`src/design/rvgp_pkg.sv`:
```
`timescale 1ns / 1ps
`default_nettype none

package rvgp_pkg;

   localparam int RawWidth      = 32;
   localparam int PixWidth      = 8;
   localparam int CsrDataWidth  = 18;
   localparam int CsrIndexWidth = 3;
   localparam int ExpWidth      = 5;
   localparam int FracWidth     = 16;
   localparam int LogWidth      = ExpWidth + FracWidth;
   localparam int ScaleWidth    = 18;
   localparam int ProdWidth     = LogWidth + ScaleWidth;
   localparam int ScaleShift    = 28;
   localparam int MagWidth      = ProdWidth - ScaleShift;

   // Register indexes of the configuration port.
   localparam logic [CsrIndexWidth-1:0] CsrValueBytes    = 3'd0;
   localparam logic [CsrIndexWidth-1:0] CsrSignedInput   = 3'd1;
   localparam logic [CsrIndexWidth-1:0] CsrConversionMode = 3'd2;
   localparam logic [CsrIndexWidth-1:0] CsrPostMode      = 3'd3;
   localparam logic [CsrIndexWidth-1:0] CsrLogScale      = 3'd4;

   // Conversion codes; the unused code behaves as flatten.
   localparam logic [1:0] ConvFlatten = 2'd0;
   localparam logic [1:0] ConvScale   = 2'd1;
   localparam logic [1:0] ConvLog     = 2'd2;

   // Post-processing codes.
   localparam logic [1:0] PostNone   = 2'd0;
   localparam logic [1:0] PostSignum = 2'd1;
   localparam logic [1:0] PostInvert = 2'd2;
   localparam logic [1:0] PostZero   = 2'd3;

   localparam logic [PixWidth-1:0] MidLevel    = 8'd128;
   localparam logic [PixWidth-1:0] MaxLevel    = 8'd255;
   localparam logic [PixWidth-1:0] MinLevel    = 8'd0;
   localparam logic [PixWidth-1:0] PosLimit    = 8'd127;
   localparam logic [PixWidth-1:0] NegLimit    = 8'd128;
   localparam logic [MagWidth-1:0] LogSatLimit = 11'd127;

   localparam logic [2:0]  ResetValueBytes = 3'd1;
   localparam logic [17:0] ResetLogScale   = 18'd131072;

   typedef struct packed {
      logic [2:0]            value_bytes;
      logic                  signed_input;
      logic [1:0]            conversion_mode;
      logic [1:0]            post_mode;
      logic [ScaleWidth-1:0] log_scale;
   } rvgp_cfg_type;

   // Per-item results that ride alongside the logarithm.
   typedef struct packed {
      logic                neg;
      logic                zero;
      logic [PixWidth-1:0] lin_pix;
   } rvgp_side_type;

   typedef struct packed {
      rvgp_side_type         side;
      logic [ExpWidth-1:0]   exp;
      logic [FracWidth-1:0]  frac;
      logic [RawWidth-1:0]   mant;
   } rvgp_log_type;

endpackage

`default_nettype wire

```
`src/design/rvgp_out_buf.sv`:
```
`timescale 1ns / 1ps
`default_nettype none

module rvgp_out_buf
   import rvgp_pkg::*;
(
   input  wire logic                clock,
   input  wire logic                reset,
   input  wire logic                in_valid,
   input  wire logic [PixWidth-1:0] in_pixel,
   output      logic                in_ready,
   output      logic                rsp_valid,
   input  wire logic                rsp_ready,
   output      logic [PixWidth-1:0] rsp_pixel
);

   logic                out_valid_ff;
   logic [PixWidth-1:0] out_pixel_ff;
   logic                skid_valid_ff;
   logic [PixWidth-1:0] skid_pixel_ff;
   logic                out_free;
   logic                take;

   // Upstream sees only a registered flag, never the downstream ready.
   assign in_ready = !skid_valid_ff;
   assign take     = in_valid && in_ready;
   assign out_free = !out_valid_ff || rsp_ready;

   always_ff @(posedge clock) begin
      if (reset) begin
         out_valid_ff  <= 1'b0;
         skid_valid_ff <= 1'b0;
      end else if (out_free) begin
         out_valid_ff  <= skid_valid_ff || take;
         skid_valid_ff <= 1'b0;
      end else if (take) begin
         skid_valid_ff <= 1'b1;
      end
   end

   always_ff @(posedge clock) begin
      if (out_free) begin
         out_pixel_ff <= skid_valid_ff ? skid_pixel_ff : in_pixel;
      end else if (take) begin
         skid_pixel_ff <= in_pixel;
      end
   end

   assign rsp_valid = out_valid_ff;
   assign rsp_pixel = out_pixel_ff;

endmodule

`default_nettype wire

```
`config.mk`:
```
export PLATFORM = sky130hd
export DESIGN_NAME = rvgp_out_buf
export DESIGN_NICKNAME = d
export VERILOG_FILES = /design/src/design/rvgp_pkg.sv /design/src/design/rvgp_out_buf.sv
export SDC_FILE = /design/constraint.sdc
export NUM_CORES = 1
export LEC_CHECK = 0
export CORE_MARGIN = 8
export CORE_UTILIZATION = 34
export DETAILED_ROUTE_END_ITERATION = 10
export DONT_BUFFER_PORTS = 1
export GPL_TIMING_DRIVEN = 0
export PLACE_DENSITY = 0.55
export SLEW_MARGIN = 20
export SYNTH_ARGS = -nofsm -noshare
export SYNTH_HDL_FRONTEND = slang
export SYNTH_SLANG_ARGS = --single-unit
```
`constraint.sdc`:
```
create_clock -name clock -period 3.1 [get_ports clock]
set_clock_uncertainty 0.2 [all_clocks]
set_input_delay 0.93 -clock clock [delete_from_list [all_inputs] [get_ports clock]]
set_output_delay 0.93 -clock clock [all_outputs]
set_load 0.1 [all_outputs]
```
# Word-level counts from Yosys, hierarchy flattened
# Cells that the tools add are included.
totals:
  wordCells: 13
  reg_bits: 18
  in_bits: 12
op_classes:
  bitwise: 1
  n_reduce_logical: 7
  n_mux: 1
ops:
  columns: ["cell", "n"]
  rows:
  - ["two-way mux 8 bit", 1]
  - ["zero test 1 bit", 2]
  - ["logical OR 1 bit", 2]
  - ["AND reduction 2 bit", 1]
  - ["OR reduction 2 bit", 1]
  - ["logical AND 1 bit", 1]
  - ["inverter 1 bit", 1]

# Depth between registers and ports, before layout
# Gate-level depths: netlist of run 1.
depth:
  word_depth: 4
  ltp_mapped: 3

# Worst setup path before layout of run 1
# Ideal clock, no wire load.
synth_path:
  path_type: "reg2reg"
  startpoint: "register out_valid_ff, in the netlist rsp_valid"
  endpoint: "register skid_pixel_ff[0] (enable)"
  stages_incl_launch_ff: 3
  required_ns: 2.515
  arrival_ns: 1.909
  slack_ns: 0.605
  path_cell_list: "dfxtp_1 nand2b_4 nor3b_1"
synth_via:
  elab_chain_len: 4
synth_lines:
  columns: ["element", "line_no", "source"]
  rows:
  - ["from (decl)", "rvgp_out_buf.sv:17", "logic out_valid_ff;"]
  - ["from (signal assigned)", "rvgp_out_buf.sv:34", "out_valid_ff <= skid_valid_ff || take;"]
  - ["zero test 1 bit", "rvgp_out_buf.sv:27", "assign out_free = !out_valid_ff || rsp_ready;"]
  - ["logical OR 1 bit", "rvgp_out_buf.sv:27", null]
  - ["via out_free", "rvgp_out_buf.sv:21", "logic out_free;"]
  - ["inverter 1 bit (no source line)", null, null]
  - ["AND reduction 2 bit (no source line)", null, null]
  - ["to (signal assigned)", "rvgp_out_buf.sv:45", "skid_pixel_ff <= in_pixel;"]
  - ["to (decl)", "rvgp_out_buf.sv:20", "logic [PixWidth-1:0] skid_pixel_ff;"]
# The timed path passes the listed nets, and every way through them passes these cells.
# A chain may end at the register's enable or synchronous reset.

# Worst setup path in the final report of run 1
layout_path:
  startpoint: "register skid_valid_ff"
  endpoint: "output in_ready"
layout_via:
  elab_chain_len: 1
layout_lines:
  columns: ["element", "line_no", "source"]
  rows:
  - ["from (decl)", "rvgp_out_buf.sv:19", "logic skid_valid_ff;"]
  - ["from (signal assigned)", "rvgp_out_buf.sv:32", "skid_valid_ff <= 1'b0;"]
  - ["from (signal assigned)", "rvgp_out_buf.sv:35", "skid_valid_ff <= 1'b0;"]
  - ["from (signal assigned)", "rvgp_out_buf.sv:37", "skid_valid_ff <= 1'b1;"]
  - ["zero test 1 bit", "rvgp_out_buf.sv:25", "assign in_ready = !skid_valid_ff;"]
  - ["to (decl)", "rvgp_out_buf.sv:11", "output logic in_ready,"]
# No other way between the ends.

==> flow_summary.json, run 1 <==
{
  "crit_path_max_fanout": 10,
  "cts_num_sinks": 18,
  "dp_slack_ns": 0.286,
  "gp_congestion": 0.660,
  "p_leak_uw": 0.000260,
  "yosysUniqueCellTypes": 11,
  "grt_max_degree": 12,
  "port_buffers": 0,
  "r2r_cells": 2,
  "cts_root_buf": "clkbuf_4",
  "status": "complete, no violations",
  "gr-total-overflow": 0,
  "dr_total_vias": 282,
  "clk_pin_slew_ns": 0.09,
  "powerDensity_nw_per_um2": 646,
  "tightestPinTransition_ns": 1.03,
  "cts_buffers": 3,
  "ant_nets": 0,
  "avgViaCountPerCell": 4.41,
  "rsz0062_at_grt": "false",
  "synth.top_cell.area_share_pct": 69.9,
  "worstReg2RegStart": "rsp_valid",
  "synth_area_per_cell_um2": 20.8,
  "die_height_um": 60.9,
  "die_area_um2": 3710,
  "hold_path.class": "reg -> reg",
  "drtIter0Drc": 1,
  "synth_top_cell_by_area": "edfxtp_1",
  "syn-num-nets": 45,
  "cts_buffer_depth": 2,
  "cts_resized": 0,
  "worst_slew_margin_rel_pct": 31.5,
  "whs_endpoint": "rsp_pixel[4]",
  "cts_max_level": 1,
  "rows": 16,
  "arrival_ns": 1.39,
  "finalNetCount": 50,
  "grt_pass1_wl_um": 1690,
  "cts_tree": "built",
  "dr.pass1.iters": 2,
  "rrSetupSlack_ns": 0.70,
  "antenna_found_initial": 0,
  "endpoint_kind": "output pin",
  "fp.coreArea_um2": 1940,
  "hold_path_depth": 1,
  "synthTopCellsByArea": "edfxtp_1 70%, mux2_4 15%, dfxtp_1 5.8%",
  "routed_wirelength_um": 1100,
  "period_minus_slack_ns": 2.52,
  "post_drt_wl_per_cell_um": 17.1,
  "fin_setup_tns_ns": 0,
  "drcViolationCount": 0,
  "required_ns": 1.97,
  "netlist_instances": 33,
  "insertedDiodeCount": 0,
  "path_class": "reg -> out",
  "postCtsSetupBuffers": 0,
  "min-delay-start": "skid_pixel_ff[4]",
  "ys_seq_elements": 18,
  "clkLatencyLatePin_ns": 0.29,
  "peakVddDrop_uv": 244,
  "clock.fmax_mhz": 397,
  "fillers": 186,
  "r2r-end": "skid_pixel_ff[1]",
  "ys.warnings.count": 0,
  "hold_viol": 0,
  "min_period_over_period_pct": 81.3,
  "setup_ws_ns": 0.579,
  "grt_pass1_vias": 345,
  "final_layout_size_suffix_gt1_share_pct": 37.8,
  "maxSlewViolCount": 0,
  "max-cap-violations": 0,
  "seq_area_frac_synth_pct": 75.8,
  "grtUsageTotal_pct": 6.80,
  "cts-hold-fix-buffers": 0,
  "synth_area_um2": 687,
  "die_width_um": 60.9,
  "ios": 22,
  "setup_viol": 0,
  "start_kind": "flop",
  "area_growth_pct": 9.47,
  "start_util_pct": 35.4
}
## final cells by class
type	instances	area [µm²]	area share, %
Buffer	1	11.3	1.50
Sequential cell	18	520	69.2
Inverter	1	3.75	0.499
Tap cell	27	33.8	4.49
Multi-Input combinational cell	13	156	20.8
Clock buffer	4	26.3	3.49
## state kept, by name (all words and copies together), names as in the netlist
register / cells
rsp_valid: 1
skid_valid_ff: 1
skid_pixel_ff: 8
rsp_pixel: 8
## how the worst max path moves through the flow
stage                       start               end  slack, ns  cells past startpoint
floorplan               rsp_valid  skid_pixel_ff[0]       0.61                      2
global placement        rsp_valid  skid_pixel_ff[0]       0.30                      2
detailed placement      rsp_valid  skid_pixel_ff[7]       0.29                      2
CTS                     rsp_valid  skid_pixel_ff[1]       0.28                      2
global route        skid_valid_ff          in_ready       0.52                      2
finish              skid_valid_ff          in_ready       0.58                      2
## stage by stage
stage | instance area, µm² | utilization, % | hold WS (ns) | total power (µW) | std cells
3_3_place_gp | 721 | 37.1 | 0.337 | 374 | 60
5_1_grt | 752 | 38.7 | 0.377 | 500 | 64
2_1_floorplan | 687 | - | 0.323 | 371 | 33
3_5_place_dp | 721 | 37.1 | 0.338 | 376 | 60
6_report | 752 | 38.7 | 0.359 | 485 | 64
4_1_cts | 747 | 38.5 | 0.362 | 490 | 64
## cells in the final DEF, fill, tap and decap left out, types with 2 or more instances in the layout
master and n:
clkbuf_4 3, dfxtp_1 2, edfxtp_1 16, mux2_4 7
## cell usage after synthesis, drive strengths merged
library cell and n:
buf 1, nand2b 1, dfxtp 2, nor3b 1, inv 1, nor2 1, edfxtp 16, a21oi 1
mux2 8, nor3 1
## cell families after synthesis
kind of cell / count (synthesis) / share of synthesized area (%)
and+or+nand+nor: 4 / 4.37
buffers and inverters: 2 / 2.19
muxes: 8 / 16.9
AOI/OAI and AO/OA: 1 / 0.728
DFF: 18 / 75.8
## per-layer routing
layer	vias to the layer above	GRT usage [%]	wire, µm
li1	133	-	-
met1	131	5.56	362
met2	13	11.5	576
met3	5	4.45	124
met4	0	4.98	33
met5	-	0	0
## critical path, stage by stage (launching register included)
cell	delay [ns]
dfxtp_1	0.33
buf_6	0.15
inv_1	0.61
## power by group
group | internal [µW] | switching [µW]
registers | 278 | 71.6
logic | 11.0 | 9.11
clock network | 50.1 | 65.9
total | 339 | 147
Power figures use the tool's default switching activity.
==> run 2, diff against run 1 <==
--- a/config.mk
+++ b/config.mk
@@ -5,12 +5,13 @@
 export SDC_FILE = /design/constraint.sdc
 export NUM_CORES = 1
 export LEC_CHECK = 0
+export ABC_AREA = 1
 export CORE_MARGIN = 8
 export CORE_UTILIZATION = 34
 export DETAILED_ROUTE_END_ITERATION = 10
 export DONT_BUFFER_PORTS = 1
 export GPL_TIMING_DRIVEN = 0
-export PLACE_DENSITY = 0.55
+export PLACE_DENSITY = 0.57
 export SLEW_MARGIN = 20
 export SYNTH_ARGS = -nofsm -noshare
 export SYNTH_HDL_FRONTEND = slang
==> constraint.sdc (replaced) <==
create_clock -name clock -period 2.1 [get_ports clock]
set_clock_uncertainty 0.2 [all_clocks]
set_input_delay 0.63 -clock clock [delete_from_list [all_inputs] [get_ports clock]]
set_output_delay 0.63 -clock clock [all_outputs]
set_load 0.1 [all_outputs]
==> flow_summary.json, run 2 <==
{
  "status": "complete, no violations",
  "post_drt_wl_per_cell_um": 13.4,
  "cts-hold-fix-buffers": 0,
  "antenna_found_initial": 0,
  "drtIter0Drc": 8,
  "netlist_instances": 54,
  "r2r_cells": 2,
  "maxSlewViolCount": 0,
  "yosysUniqueCellTypes": 10,
  "tightestPinTransition_ns": 0.904,
  "grt_max_degree": 11,
  "syn-num-nets": 66,
  "synth_area_per_cell_um2": 12.4,
  "avgViaCountPerCell": 4.19,
  "yosysMostFrequentCell": "nand2_1",
  "cts_max_level": 1,
  "r2r-end": "skid_pixel_ff[7]",
  "required_ns": 1.27,
  "die_area_um2": 3640,
  "hold_path_depth": 0,
  "swShare_pct": 32.6,
  "ys_seq_elements": 18,
  "peakVddDrop_uv": 614,
  "layout_common_cells": "27 x nand2_1, 16 x edfxtp_1, 3 x clkbuf_4",
  "postSynth.asyncResetShare_pct": 0,
  "worstReg2RegStart": "rsp_valid",
  "share_comb_of_total_power_pct": 3.8,
  "seq_area_frac_synth_pct": 77.9,
  "dp_hpwl_um": 836,
  "clk_pin_slew_ns": 0.10,
  "grtUsageTotal_pct": 6.39,
  "period_minus_slack_ns": 2.07,
  "die_width_um": 60.3,
  "synth_flop_cell": "edfxtp_1",
  "powerDensity_nw_per_um2": 987,
  "cts_tree": "built",
  "synth_top_cell_by_area": "edfxtp_1",
  "arrival_ns": 1.24,
  "cts_root_buf": "clkbuf_4",
  "endpoint_kind": "output pin",
  "hold_path.class": "in -> reg",
  "final.hold.worst_slack_ns": 0.230,
  "p_sw_uw": 237,
  "p_int_uw": 490,
  "path_class": "reg -> out",
  "whs_endpoint": "skid_pixel_ff[6]",
  "clock.fmax_mhz": 483,
  "cts_buffer_depth": 2,
  "cp_num_cells": 0,
  "synth.top_cell.area_share_pct": 71.9,
  "setup_viol": 0,
  "synth_edf_count": 16,
  "gr-total-overflow": 0,
  "port_buffers": 0,
  "insertedDiodeCount": 0,
  "min-delay-start": "in_pixel[6]",
  "cts_buffers": 3,
  "dr.pass1.iters": 4,
  "ant_nets": 0,
  "fin_setup_tns_ns": 0,
  "fp.coreArea_um2": 1900,
  "pwr-share-seq_pct": 72.7,
  "gp_congestion": 0.678,
  "synthTopCellsByArea": "edfxtp_1 72%, nand2_1 15%, dfxtp_1 6.0%",
  "fillers": 181,
  "max-cap-violations": 0,
  "p_clk_share_pct": 23.5,
  "rows": 16,
  "p_leak_uw": 0.000292,
  "start_util_pct": 35.1,
  "min_period_over_period_pct": 98.7,
  "grt_pass1_vias": 360,
  "ios": 22,
  "synth_area_um2": 668,
  "clkLatencyLatePin_ns": 0.28,
  "area_growth_pct": 10.3,
  "grt_pass1_wl_um": 1650,
  "worst_slew_margin_rel_pct": 39.9,
  "die_height_um": 60.3,
  "rsz0062_at_grt": "true",
  "hold_viol": 0,
  "final_layout_size_suffix_gt1_share_pct": 13.8,
  "dr_total_vias": 356,
  "cts_num_sinks": 18,
  "finalNetCount": 71,
  "drcViolationCount": 0,
  "routed_wirelength_um": 1140,
  "start_kind": "flop",
  "ys.warnings.count": 0,
  "final_common_cell": "nand2_1",
  "rrSetupSlack_ns": 0.15,
  "crit_path_max_fanout": 1,
  "synth_common_cells": "27 x nand2_1, 16 x edfxtp_1, 2 x dfxtp_1, 2 x inv_1, 2 x nor2_1"
}
==> run 2: cell count changes after synthesis, sizes merged <==
| cell | delta |
|---|---|
| nand2 | +27 |
| mux2 | -8 |
| inv | +2 |
| nor2 | +2 |
| a21oi | -1 |
| nand2b | -1 |
| nand3 | +1 |
| nor3 | -1 |
| nor3b | -1 |
| o21ai | +1 |
==> run 2: final cells by class <==
type	instances	area, µm²	area share [%]
Sequential cell	18	522	70.8
Buffer	1	11.3	1.53
Clock inverter	1	3.75	0.509
Multi-Input combinational cell	32	133	18.0
Tap cell	27	33.8	4.58
Inverter	3	11.3	1.53
Clock buffer	3	22.5	3.06
==> run 2: routing by layer <==
metal	vias to the layer above	wire length [µm]	global-route usage, %
li1	187	-	-
met1	151	530	7.51
met2	18	500	9.30
met3	0	106	4.66
met4	0	0	1.02
met5	-	0	0
==> run 2: metrics by stage <==
stage                     total power [µW]  setup WS, ns  utilization [%]  area, µm²  std cells
after floorplan                        557         0.108                -        669         54
after global placement                 564        -0.142             37.0        703         81
after detailed placement               565        -0.193             37.0        703         81
after CTS                              739       0.00200             38.8        737         85
after global routing                   757       -0.0137             38.8        737         85
final                                  727        0.0283             38.8        737         85
==> run 2: cells by family after synthesis <==
group,Yosys count,share of synthesized area (%)
buffers and inverters,4,3.37
and+or+nand+nor,31,18.0
DFF,18,77.9
AOI/OAI and AO/OA,1,0.748
==> run 2: power groups by stage <==
stage               Combinational (µW)  Sequential, µW  Clock, µW
CTS                               28.6             530        180
floorplan                         21.9             535          0
finish                            27.8             529        171
detailed placement                26.9             538          0
global placement                  25.8             538          0
global route                      32.3             531        194
==> run 2: repair_timing <==
action | in CTS | in global routing
resized for setup | 2 | 0
pin swaps | 0 | 0
buffers inserted | 0 | 0
setup endpoints to repair | 8 | 6
==> run 2: worst max path at each step <==
stage | start | end | slack (ns)
3_3_place_gp | rsp_valid | skid_pixel_ff[4] | -0.14
4_1_cts | rsp_pixel[1] | rsp_pixel[1] | 0.002
6_report | rsp_pixel[1] | rsp_pixel[1] | 0.03
2_1_floorplan | rsp_valid | skid_pixel_ff[0] | 0.11
3_5_place_dp | rsp_valid | skid_pixel_ff[0] | -0.19
5_1_grt | rsp_pixel[1] | rsp_pixel[1] | -0.01
==> run 2: worst register-to-register path: cells and delay by family (launching register included) <==
kind	cells	cell delay, ns
simple gates	2	0.75
flops	1	0.69
==> run 3, diff against run 2 <==
--- a/config.mk
+++ b/config.mk
@@ -5,13 +5,13 @@
 export SDC_FILE = /design/constraint.sdc
 export NUM_CORES = 1
 export LEC_CHECK = 0
-export ABC_AREA = 1
 export CORE_MARGIN = 8
 export CORE_UTILIZATION = 34
 export DETAILED_ROUTE_END_ITERATION = 10
 export DONT_BUFFER_PORTS = 1
 export GPL_TIMING_DRIVEN = 0
 export PLACE_DENSITY = 0.57
+export SKIP_CTS_REPAIR_TIMING = 1
 export SLEW_MARGIN = 20
 export SYNTH_ARGS = -nofsm -noshare
 export SYNTH_HDL_FRONTEND = slang
==> flow_summary.json, run 3 (synthesis gave the netlist of run 1 again) <==
{
  "status": "complete, no violations",
  "max-cap-violations": 0,
  "post_drt_wl_per_cell_um": 16.4,
  "hold_path.class": "in -> reg",
  "rows": 16,
  "grt_max_degree": 12,
  "final.hold.worst_slack_ns": 0.193,
  "layout_common_cells": "16 x edfxtp_1, 7 x mux2_4, 5 x buf_4",
  "die_width_um": 60.9,
  "rrSetupSlack_ns": 0.19,
  "grt_pass1_vias": 342,
  "setup_viol": 0,
  "grt_pass1_wl_um": 1620,
  "start_kind": "flop",
  "clock.fmax_mhz": 480,
  "routed_wirelength_um": 1130,
  "cts_num_sinks": 18,
  "path_class": "reg -> out",
  "design_area_um2": 812,
  "port_buffers": 0,
  "cts_max_level": 1,
  "peakVddDrop_uv": 472,
  "ios": 22,
  "worst_slew_margin_rel_pct": 39.2,
  "setup_ws_ns": 0.0187,
  "area_growth_pct": 18.2,
  "die_area_um2": 3710,
  "antenna_found_initial": 0,
  "dr.pass1.iters": 2,
  "clkLatencyLatePin_ns": 0.28,
  "power_uw": 754,
  "endpoint_kind": "output pin",
  "powerDensity_nw_per_um2": 929,
  "required_ns": 1.27,
  "drtIter0Drc": 7,
  "maxSlewViolCount": 0,
  "start_util_pct": 35.4,
  "dr_total_vias": 305,
  "period_minus_slack_ns": 2.08,
  "cts_tree": "built",
  "placement.cell_area_um2": 727,
  "drcViolationCount": 0,
  "p_leak_uw": 0.000294,
  "grtUsageTotal_pct": 6.32,
  "tightestPinTransition_ns": 0.913,
  "clk_pin_slew_ns": 0.10,
  "rsz0062_at_grt": "true",
  "insertedDiodeCount": 0,
  "dp_slack_ns": 0.00737,
  "final_layout_size_suffix_gt1_share_pct": 54.8,
  "gr-total-overflow": 0,
  "fp.coreArea_um2": 1940,
  "die_height_um": 60.9,
  "post-route-util_pct": 41.8,
  "hold_viol": 0,
  "fillers": 178,
  "crit_path_max_fanout": 1,
  "avgViaCountPerCell": 4.42,
  "final_common_cell": "edfxtp_1",
  "cts_buffers": 3,
  "gp_congestion": 0.754,
  "cts_root_buf": "clkbuf_4",
  "arrival_ns": 1.25,
  "finalNetCount": 55,
  "min_period_over_period_pct": 99.1,
  "ant_nets": 0,
  "cts_buffer_depth": 2
}
run 3: area by class of cell:
cell class / instances / area (µm²) / area share (%)
plain buffers: 1 / 11.3 / 1.39
clock buffers: 4 / 36.3 / 4.47
inverters: 1 / 7.51 / 0.924
multi-input cells: 13 / 163 / 20.0
flip-flops and latches: 18 / 523 / 64.4
well taps: 27 / 33.8 / 4.16
repair buffers: 5 / 37.5 / 4.62
run 3: report_power, final:
part	internal [µW]	leakage (µW)	switching (µW)
sequential	410	0.000173	105
combinational	19.4	0.000101	15.0
clock	106	0.0000210	98.9
total	535	0.000294	219
run 3: per-stage QoR:
step | setup TNS [ns] | cells
floorplan | 0 | 33
global placement | 0 | 60
detailed placement | 0 | 60
CTS | -0.203 | 64
global route | -0.0557 | 69
finish | 0 | 69
run 3: path summary, 6_finish.rpt:
check,startpoint,to,cells after the start
hold reg to reg,skid_pixel_ff[1],rsp_pixel[1],1
hold / removal,reset,rsp_valid,1
setup / recovery,rsp_pixel[5],rsp_pixel[5],0
setup reg to reg,rsp_valid,skid_pixel_ff[7],2
run 3: per-layer routing:
layer / vias up / global-route usage, % / wire, µm
li1: 142 / - / -
met1: 154 / 5.32 / 390
met2: 9 / 11.8 / 654
met3: 0 / 2.75 / 85
met4: 0 / 3.99 / 0
met5: - / 0 / 0
